### src/sv/npmd_pkg.sv
`timescale 1ns / 1ps

package npmd_pkg;

    localparam int NCH        = 4;   // channel ports on the top level
    localparam int SAMPLE_W   = 16;  // width of one channel port
    localparam int QB         = 16;  // quotient bits per output channel
    localparam int WT_W       = 16;  // filter weight width
    localparam int CFG_IDX_W  = 8;
    localparam int CFG_DATA_W = 16;
    localparam int TAP_W      = 3;
    localparam int DIVCNT_W   = 5;

    // MAC tap order for one channel: three horizontal taps, then three vertical taps
    localparam logic [TAP_W-1:0] TAP_PREV1  = 3'd0;
    localparam logic [TAP_W-1:0] TAP_PREV0  = 3'd1;
    localparam logic [TAP_W-1:0] TAP_CUR    = 3'd2;
    localparam logic [TAP_W-1:0] TAP_FIRST  = 3'd3;
    localparam logic [TAP_W-1:0] TAP_SECOND = 3'd4;
    localparam logic [TAP_W-1:0] TAP_HSUM   = 3'd5;

    typedef struct packed {
        logic             load;
        logic             mac_en;
        logic [TAP_W-1:0] tap;
        logic             wr_first;
        logic             wr_second;
        logic             div_init;
        logic             div_step;
        logic             out_load;
        logic             last;
    } dp_cmd_t;

    typedef struct packed {
        logic out_free;
    } dp_status_t;

endpackage

### src/sv/npmd_ctrl.sv
`timescale 1ns / 1ps

module npmd_ctrl #(
    parameter int MAX_WIDTH    = 4096,
    parameter int MAX_CHANNELS = 4,
    parameter int COL_W        = 12,
    parameter int CH_W         = 2,
    parameter int DX_W         = 13
) (
    input  logic                                              clk,
    input  logic                                              rst_n,
    input  logic                                              in_valid,
    output logic                                              in_stall,
    input  logic                                              cfg_valid,
    output logic                                              cfg_ready,
    input  logic [npmd_pkg::CFG_IDX_W-1:0]                    cfg_index,
    input  logic [npmd_pkg::CFG_DATA_W-1:0]                   cfg_data,
    input  npmd_pkg::dp_status_t                              status,
    output npmd_pkg::dp_cmd_t                                 cmd,
    output logic [CH_W-1:0]                                   chan,
    output logic [CH_W-1:0]                                   c_last,
    output logic [COL_W-1:0]                                  xo,
    output logic                                              wide,
    output logic [2:0][npmd_pkg::WT_W-1:0]                    wh,
    output logic [2:0][npmd_pkg::WT_W-1:0]                    wv,
    output logic [DX_W-1:0]                                   dx,
    output logic [15:0]                                       dy
);
    import npmd_pkg::*;

    localparam int EW_W = $clog2(MAX_WIDTH + 1);

    localparam logic [CFG_IDX_W-1:0] REG_WIDTH    = 8'd0;
    localparam logic [CFG_IDX_W-1:0] REG_HEIGHT   = 8'd1;
    localparam logic [CFG_IDX_W-1:0] REG_WIDE     = 8'd2;
    localparam logic [CFG_IDX_W-1:0] REG_CHANNELS = 8'd3;

    typedef enum logic [3:0] {
        S_IDLE = 4'b0001,
        S_MAC  = 4'b0010,
        S_DIV  = 4'b0100,
        S_OUT  = 4'b1000
    } state_t;

    state_t               state_reg, state_next;
    logic [TAP_W-1:0]     tap_reg, tap_next;
    logic [CH_W-1:0]      chan_reg, chan_next;
    logic [DIVCNT_W-1:0]  cnt_reg, cnt_next;
    logic [12:0]          src_width_reg;
    logic [15:0]          src_height_reg;
    logic                 wide_reg;
    logic [2:0]           chan_count_reg;
    logic [COL_W-1:0]     col_reg;
    logic [15:0]          row_reg;
    logic                 emit_reg, wr_first_reg, wr_second_reg, last_reg;
    logic [COL_W-1:0]     xo_reg;
    logic [2:0][WT_W-1:0] wh_reg, wv_reg;
    logic [DX_W-1:0]      dx_reg;
    logic [15:0]          dy_reg;

    logic [EW_W-1:0]      eff_w;
    logic [15:0]          eff_h;
    logic [2:0]           eff_c;
    logic [COL_W-1:0]     col, hw, xo_c;
    logic [15:0]          row, hh, yo_c;
    logic                 have_h, emit_c, wr_first_c, wr_second_c, last_c;
    logic [2:0][WT_W-1:0] wh_c, wv_c;
    logic [DX_W-1:0]      dx_c;
    logic [15:0]          dy_c;
    logic                 accept, cfg_hit;

    always_comb
    begin
        if (src_width_reg == 13'd0)
            eff_w = EW_W'(1);
        else if (32'(src_width_reg) > MAX_WIDTH)
            eff_w = EW_W'(MAX_WIDTH);
        else
            eff_w = EW_W'(src_width_reg);
        eff_h = (src_height_reg == 16'd0) ? 16'd1 : src_height_reg;
        if (chan_count_reg == 3'd0)
            eff_c = 3'd1;
        else if (32'(chan_count_reg) > MAX_CHANNELS)
            eff_c = 3'(MAX_CHANNELS);
        else
            eff_c = chan_count_reg;
    end

    // Filter setup from the position of the incoming pixel
    always_comb
    begin
        col = (32'(col_reg) >= 32'(eff_w)) ? '0 : col_reg;
        row = (row_reg >= eff_h) ? 16'd0 : row_reg;
        hw  = COL_W'(eff_w >> 1);
        hh  = eff_h >> 1;
        if (eff_w[0])
        begin
            have_h  = (hw != '0) && (col >= COL_W'(2)) && !col[0];
            xo_c    = (col >> 1) - COL_W'(1);
            wh_c[0] = WT_W'(hw - xo_c);
            wh_c[1] = WT_W'(hw);
            wh_c[2] = WT_W'(xo_c) + WT_W'(1);
            dx_c    = DX_W'(32'(hw) * 2 + 1);
        end
        else
        begin
            have_h  = (hw != '0) && col[0];
            xo_c    = col >> 1;
            wh_c[0] = WT_W'(0);
            wh_c[1] = WT_W'(1);
            wh_c[2] = WT_W'(1);
            dx_c    = DX_W'(2);
        end
        emit_c      = 1'b0;
        wr_first_c  = 1'b0;
        wr_second_c = 1'b0;
        yo_c        = row >> 1;
        wv_c[0]     = WT_W'(1);
        wv_c[1]     = WT_W'(0);
        wv_c[2]     = WT_W'(1);
        dy_c        = 16'd2;
        if (hh != 16'd0)
        begin
            if (eff_h[0])
            begin
                if (!row[0])
                begin
                    wr_first_c = 1'b1;
                    if (row >= 16'd2)
                    begin
                        emit_c  = 1'b1;
                        yo_c    = (row >> 1) - 16'd1;
                        wv_c[0] = hh - yo_c;
                        wv_c[1] = hh;
                        wv_c[2] = yo_c + 16'd1;
                        dy_c    = {hh[14:0], 1'b1};
                    end
                end
                else
                    wr_second_c = 1'b1;
            end
            else if (!row[0])
                wr_first_c = 1'b1;
            else
                emit_c = 1'b1;
        end
        last_c = (xo_c == hw - COL_W'(1)) && (yo_c == hh - 16'd1);
    end

    assign in_stall  = (state_reg != S_IDLE);
    assign accept    = in_valid && !in_stall;
    assign cfg_ready = 1'b1;
    assign cfg_hit   = cfg_valid && cfg_ready;

    always_comb
    begin
        state_next = state_reg;
        tap_next   = tap_reg;
        chan_next  = chan_reg;
        cnt_next   = cnt_reg;
        cmd        = '0;
        cmd.tap    = tap_reg;
        cmd.last   = last_reg;
        case (state_reg)
            S_IDLE:
            begin
                cmd.load = accept;
                if (accept && have_h)
                begin
                    state_next = S_MAC;
                    tap_next   = TAP_PREV1;
                    chan_next  = '0;
                end
            end
            S_MAC:
            begin
                cmd.mac_en    = 1'b1;
                cmd.wr_first  = (tap_reg == TAP_FIRST) && wr_first_reg;
                cmd.wr_second = (tap_reg == TAP_FIRST) && wr_second_reg;
                if (tap_reg == TAP_HSUM)
                begin
                    tap_next = TAP_PREV1;
                    if (chan_reg == c_last)
                    begin
                        state_next = emit_reg ? S_DIV : S_IDLE;
                        cnt_next   = '0;
                    end
                    else
                        chan_next = chan_reg + CH_W'(1);
                end
                else
                    tap_next = tap_reg + TAP_W'(1);
            end
            S_DIV:
            begin
                cmd.div_init = (cnt_reg == '0);
                cmd.div_step = (cnt_reg != '0);
                cnt_next     = cnt_reg + DIVCNT_W'(1);
                if (cnt_reg == DIVCNT_W'(QB))
                    state_next = S_OUT;
            end
            S_OUT:
            begin
                if (status.out_free)
                begin
                    cmd.out_load = 1'b1;
                    state_next   = S_IDLE;
                end
            end
            default:
                state_next = S_IDLE;
        endcase
    end

    always_ff @(posedge clk or negedge rst_n)
    begin
        if (!rst_n)
        begin
            state_reg      <= S_IDLE;
            tap_reg        <= TAP_PREV1;
            chan_reg       <= '0;
            cnt_reg        <= '0;
            src_width_reg  <= 13'd1;
            src_height_reg <= 16'd1;
            wide_reg       <= 1'b0;
            chan_count_reg <= 3'd4;
            col_reg        <= '0;
            row_reg        <= 16'd0;
            emit_reg       <= 1'b0;
            wr_first_reg   <= 1'b0;
            wr_second_reg  <= 1'b0;
            last_reg       <= 1'b0;
        end
        else
        begin
            state_reg <= state_next;
            tap_reg   <= tap_next;
            chan_reg  <= chan_next;
            cnt_reg   <= cnt_next;
            if (cfg_hit)
            begin
                case (cfg_index)
                    REG_WIDTH:    src_width_reg  <= cfg_data[12:0];
                    REG_HEIGHT:   src_height_reg <= cfg_data;
                    REG_WIDE:     wide_reg       <= cfg_data[0];
                    REG_CHANNELS: chan_count_reg <= cfg_data[2:0];
                    default:      ;
                endcase
                // any known register starts a new image
                if (cfg_index <= REG_CHANNELS)
                begin
                    col_reg <= '0;
                    row_reg <= 16'd0;
                end
            end
            else if (accept)
            begin
                emit_reg      <= emit_c;
                wr_first_reg  <= wr_first_c;
                wr_second_reg <= wr_second_c;
                last_reg      <= last_c;
                if (32'(col) + 1 >= 32'(eff_w))
                begin
                    col_reg <= '0;
                    row_reg <= (32'(row) + 1 >= 32'(eff_h)) ? 16'd0 : row + 16'd1;
                end
                else
                begin
                    col_reg <= col + COL_W'(1);
                    row_reg <= row;
                end
            end
        end
    end

    always_ff @(posedge clk)
    begin
        if (accept)
        begin
            xo_reg <= xo_c;
            wh_reg <= wh_c;
            wv_reg <= wv_c;
            dx_reg <= dx_c;
            dy_reg <= dy_c;
        end
    end

    assign chan   = chan_reg;
    assign c_last = CH_W'(eff_c - 3'd1);
    assign xo     = xo_reg;
    assign wide   = wide_reg;
    assign wh     = wh_reg;
    assign wv     = wv_reg;
    assign dx     = dx_reg;
    assign dy     = dy_reg;

endmodule

### config.mk
export PLATFORM = sky130hd
export DESIGN_NAME = npmd_ctrl
export DESIGN_NICKNAME = d
export VERILOG_FILES = /design/src/sv/npmd_pkg.sv /design/src/sv/npmd_ctrl.sv
export SDC_FILE = /design/constraint.sdc
export NUM_CORES = 1
export LEC_CHECK = 0
export BUFFER_PORTS_ARGS = -buffer_cell sky130_fd_sc_hd__buf_2
export CELL_PAD_IN_SITES_DETAIL_PLACEMENT = 2
export CELL_PAD_IN_SITES_GLOBAL_PLACEMENT = 2
export CORE_ASPECT_RATIO = 1.2
export CORE_UTILIZATION = 39
export DETAILED_ROUTE_END_ITERATION = 10
export GPL_ROUTABILITY_DRIVEN = 0
export PLACE_DENSITY = 0.86
export SYNTH_ARGS = -nofsm -noshare
export SYNTH_HDL_FRONTEND = slang
export SYNTH_SLANG_ARGS = --single-unit
### constraint.sdc
create_clock -name clk -period 11 [get_ports clk]
set_input_delay 1.65 -clock clk [delete_from_list [all_inputs] [get_ports clk]]
set_output_delay 1.65 -clock clk [all_outputs]
set_load 0.02 [all_outputs]
==> load_flow_metrics.sql <==
INSERT INTO impl_metrics (metric_group, metric, value, unit) VALUES
('synth', 'mux_share_of_post_synthesis_cell_area', '0.03448', ''),
('timing', 'setup_repair_after_global_routing_missed_its_margin', 'no', ''),
('drt', 'route.final.wire_length', '47440', 'um'),
('clocking', 'tritoncts.num_buffers', '17', ''),
('final_layout', 'final_util', '0.4441', ''),
('floorplanning', 'io_pins', '184', ''),
('final_layout', 'antennaDiodeCount', '0', ''),
('worst_setup_path', 'worst_ep_arrival_time', '8100', 'ps'),
('clocking', 'clkTransAtPathRegs', '80', 'ps'),
('drt', 'wl_met1', '17940', 'um'),
('timing', 'slew_headroom', '0.2242', ''),
('final_layout', 'nets', '1618', ''),
('worst_setup_path', 'crit_path_max_fanout', '45', ''),
('worst_setup_path', 'ff2ff_setup_slack', '3260', 'ps'),
('placed_design', 'placed_area', '13720', 'um2'),
('clocking', 'clockBufferDepth', '2', ''),
('placed_design', 'numPortBuffers', '174', ''),
('worst_setup_path', 'cp_data_required_time', '11360', 'ps'),
('drt', 'drtIter0Drc', '597', ''),
('run_status', 'status', 'finished, final reports clean', ''),
('drt', 'drt_pre_antenna_iters', '4', ''),
('grt', 'grt_start_max_net_pins', '77', ''),
('clocking', 'ctsHtreeMaxLevel', '4', ''),
('drt', 'met2WireLength', '25730', 'um'),
('final_layout', 'largest_register_ffs', '47', ''),
('synth', 'synth.cell_area', '12810', 'um2'),
('grt', 'number_of_antenna_violations_at_the_first_check_in_global_routing', '0', ''),
('clocking', 'cts.hold.buffers_added', '0', ''),
('floorplanning', 'initial_utilization', '0.3972', ''),
('drt', 'drt_drc_violations_left', '0', ''),
('timing', 'max_slew.worst_pin.slew', '1159', 'ps'),
('worst_setup_path', 'r2r.worst_path.cells', '27', ''),
('grt', 'grt_first_pass_wirelength', '73330', 'um'),
('clocking', 'post_cts.resized_instances', '0', ''),
('drt', 'post_drt_via_cell_ratio', '5.881', ''),
('timing', 'finalCriticalPeriod', '7743', 'ps'),
('synth', 'yosys.cell_count.top_type', 'sky130_fd_sc_hd__nor2_1', ''),
('synth', 'post_synth.cell_area_avg', '9.249', 'um2'),
('timing', 'fmax', '129.1', 'MHz'),
('timing', 'tns', '0', 'ps'),
('synth', 'synth_compound_gate_area_share', '0.1362', ''),
('clocking', 'root_buffer', 'sky130_fd_sc_hd__clkbuf_16', ''),
('drt', 'route.top_layer_used', 'met4', ''),
('synth', 'synth-xor-area-share', '0.07648', ''),
('clocking', 'clock_insertion_delay_at_the_later_pin_of_the_skew_report', '460', 'ps'),
('timing', 'worst_clock_skew', '16.12', 'ps'),
('synth', 'synthSimpleGateAreaFrac', '0.1895', ''),
('drt', 'dr_wl_met3', '1597', 'um'),
('final_layout', 'layout-drive-gt1-share', '0.1931', ''),
('synth', 'synth_area_leader_cell', 'sky130_fd_sc_hd__edfxtp_1', ''),
('clocking', 'tritoncts', 'done', ''),
('clocking', 'post_cts_buffers', '0', ''),
('drt', 'ant_nets', '0', ''),
('synth', 'async_reset_ff_frac', '0.4413', ''),
('drt', 'routed_wirelength_normalized_by_instance_count', '24.92', 'um'),
('hold_path', 'worst_hold_path_type', 'reg -> reg', ''),
('grt', 'grt_use_total', '0.2849', ''),
('synth', 'ys_types', '84', ''),
('final_layout', 'synthToLayoutAreaGrowth', '11.81', '%'),
('synth', 'synth_edf_count', '100', ''),
('synth', 'ys_ff_latch', '179', ''),
('timing', 'drv_slew', '0', ''),
('run', 'max-cap-violations', '0', ''),
('hold_path', 'holdPathStages', '1', ''),
('worst_setup_path', 'worstSetupStartpointType', 'flip-flop', ''),
('floorplanning', 'num_rows', '72', ''),
('pwr', 'power_density', '195.3', 'nW/um2'),
('synth', 'synth-main-ff-cell', 'sky130_fd_sc_hd__edfxtp_1', ''),
('grt', 'grt_ovf', '0', ''),
('synth', 'ys_seq_area_frac', '0.3891', ''),
('worst_setup_path', 'timing.setup.critical_path_class', 'reg -> reg', '');
[critical path, cell delays in order (launching register included)]
cell and delay [ps]:
sky130_fd_sc_hd__dfrtp_1 460, sky130_fd_sc_hd__nor3_2 350, sky130_fd_sc_hd__nand3_1 230, sky130_fd_sc_hd__nor3_2 350, sky130_fd_sc_hd__a21oi_4 40, sky130_fd_sc_hd__buf_4 310
sky130_fd_sc_hd__inv_2 360, sky130_fd_sc_hd__ha_1 300, sky130_fd_sc_hd__nor2b_1 100, sky130_fd_sc_hd__o21ai_0 110, sky130_fd_sc_hd__a41oi_1 280, sky130_fd_sc_hd__o21a_1 730
sky130_fd_sc_hd__nand2_1 390, sky130_fd_sc_hd__inv_1 250, sky130_fd_sc_hd__ha_1 240, sky130_fd_sc_hd__and3_1 280, sky130_fd_sc_hd__nor2b_1 260, sky130_fd_sc_hd__nand3_1 130
sky130_fd_sc_hd__xnor2_1 180, sky130_fd_sc_hd__nor2_1 80, sky130_fd_sc_hd__ha_1 280, sky130_fd_sc_hd__o21a_1 120, sky130_fd_sc_hd__o211ai_1 90, sky130_fd_sc_hd__a31oi_1 220
sky130_fd_sc_hd__nor2_1 100, sky130_fd_sc_hd__nor2_1 890, sky130_fd_sc_hd__nand2_1 230, sky130_fd_sc_hd__o21ai_0 240
[cells in the final DEF, fill, tap and decap left out, drive strengths merged, types with 23 or more instances in the layout]
cell type,synthesis,layout
xnor2,76,76
nand2,121,121
ha,103,103
mux2,33,33
edfxtp,100,100
dfrtp,75,75
nor2,163,163
buf,59,184
nand3,41,41
a21oi,53,53
o21ai,71,71
inv,82,89
xor2,35,35
nor3,40,40
o21a,23,23
[cell type report]
type	count	share of cell area
Clock buffer	18	0.03066
Clock inverter	14	0.01109
Inverter	82	0.02167
Multi-Input combinational cell	1020	0.4868
Sequential cell	179	0.3480
Tap cell	407	0.03556
Timing Repair Buffer	184	0.06622
[cell families (layout without fill, tap and decap cells)]
group	count (synthesis)	in the layout
multiplexers	40	40
flip-flops	179	179
other	2	10
buffers and inverters	194	298
XOR/XNOR	111	111
adder cells (fa/ha/maj)	105	105
AO/OA/AOI/OAI	259	259
AND/OR/NAND/NOR	495	495
[stage by stage]
step	hold WS [ps]	worst slack, ps
6_report	522.6	3257
3_5_place_dp	505.5	3545
4_1_cts	523.6	3360
5_1_grt	536.4	2647
2_1_floorplan	431.0	4850
3_3_place_gp	472.6	4009
[report_power, final]
group | switching (mW) | internal, mW
clock network | 0.321 | 0.311
logic | 0.815 | 0.411
registers | 0.0807 | 0.858
total | 1.22 | 1.58
[path summary, 6_finish.rpt]
| kind | from | end |
|---|---|---|
| worst max-delay path | src_width_reg[3] | row_reg[0] |
| worst min-delay path | wide | wide |
| worst max register to register | src_width_reg[3] | row_reg[0] |
| worst min register to register | wide | wide |
| max in group asynchronous | rst_n | row_reg[14] |
| min in group asynchronous | rst_n | src_height_reg[14] |
[per-layer routing]
| metal | vias to the layer above | track usage |
|---|---|---|
| li1 | 5053 | - |
| met1 | 5723 | 0.3066 |
| met2 | 322 | 0.5362 |
| met3 | 100 | 0.04121 |
| met4 | 0 | 0.1445 |
| met5 | - | 0 |
No activity file was read; power rests on OpenSTA's default activity.
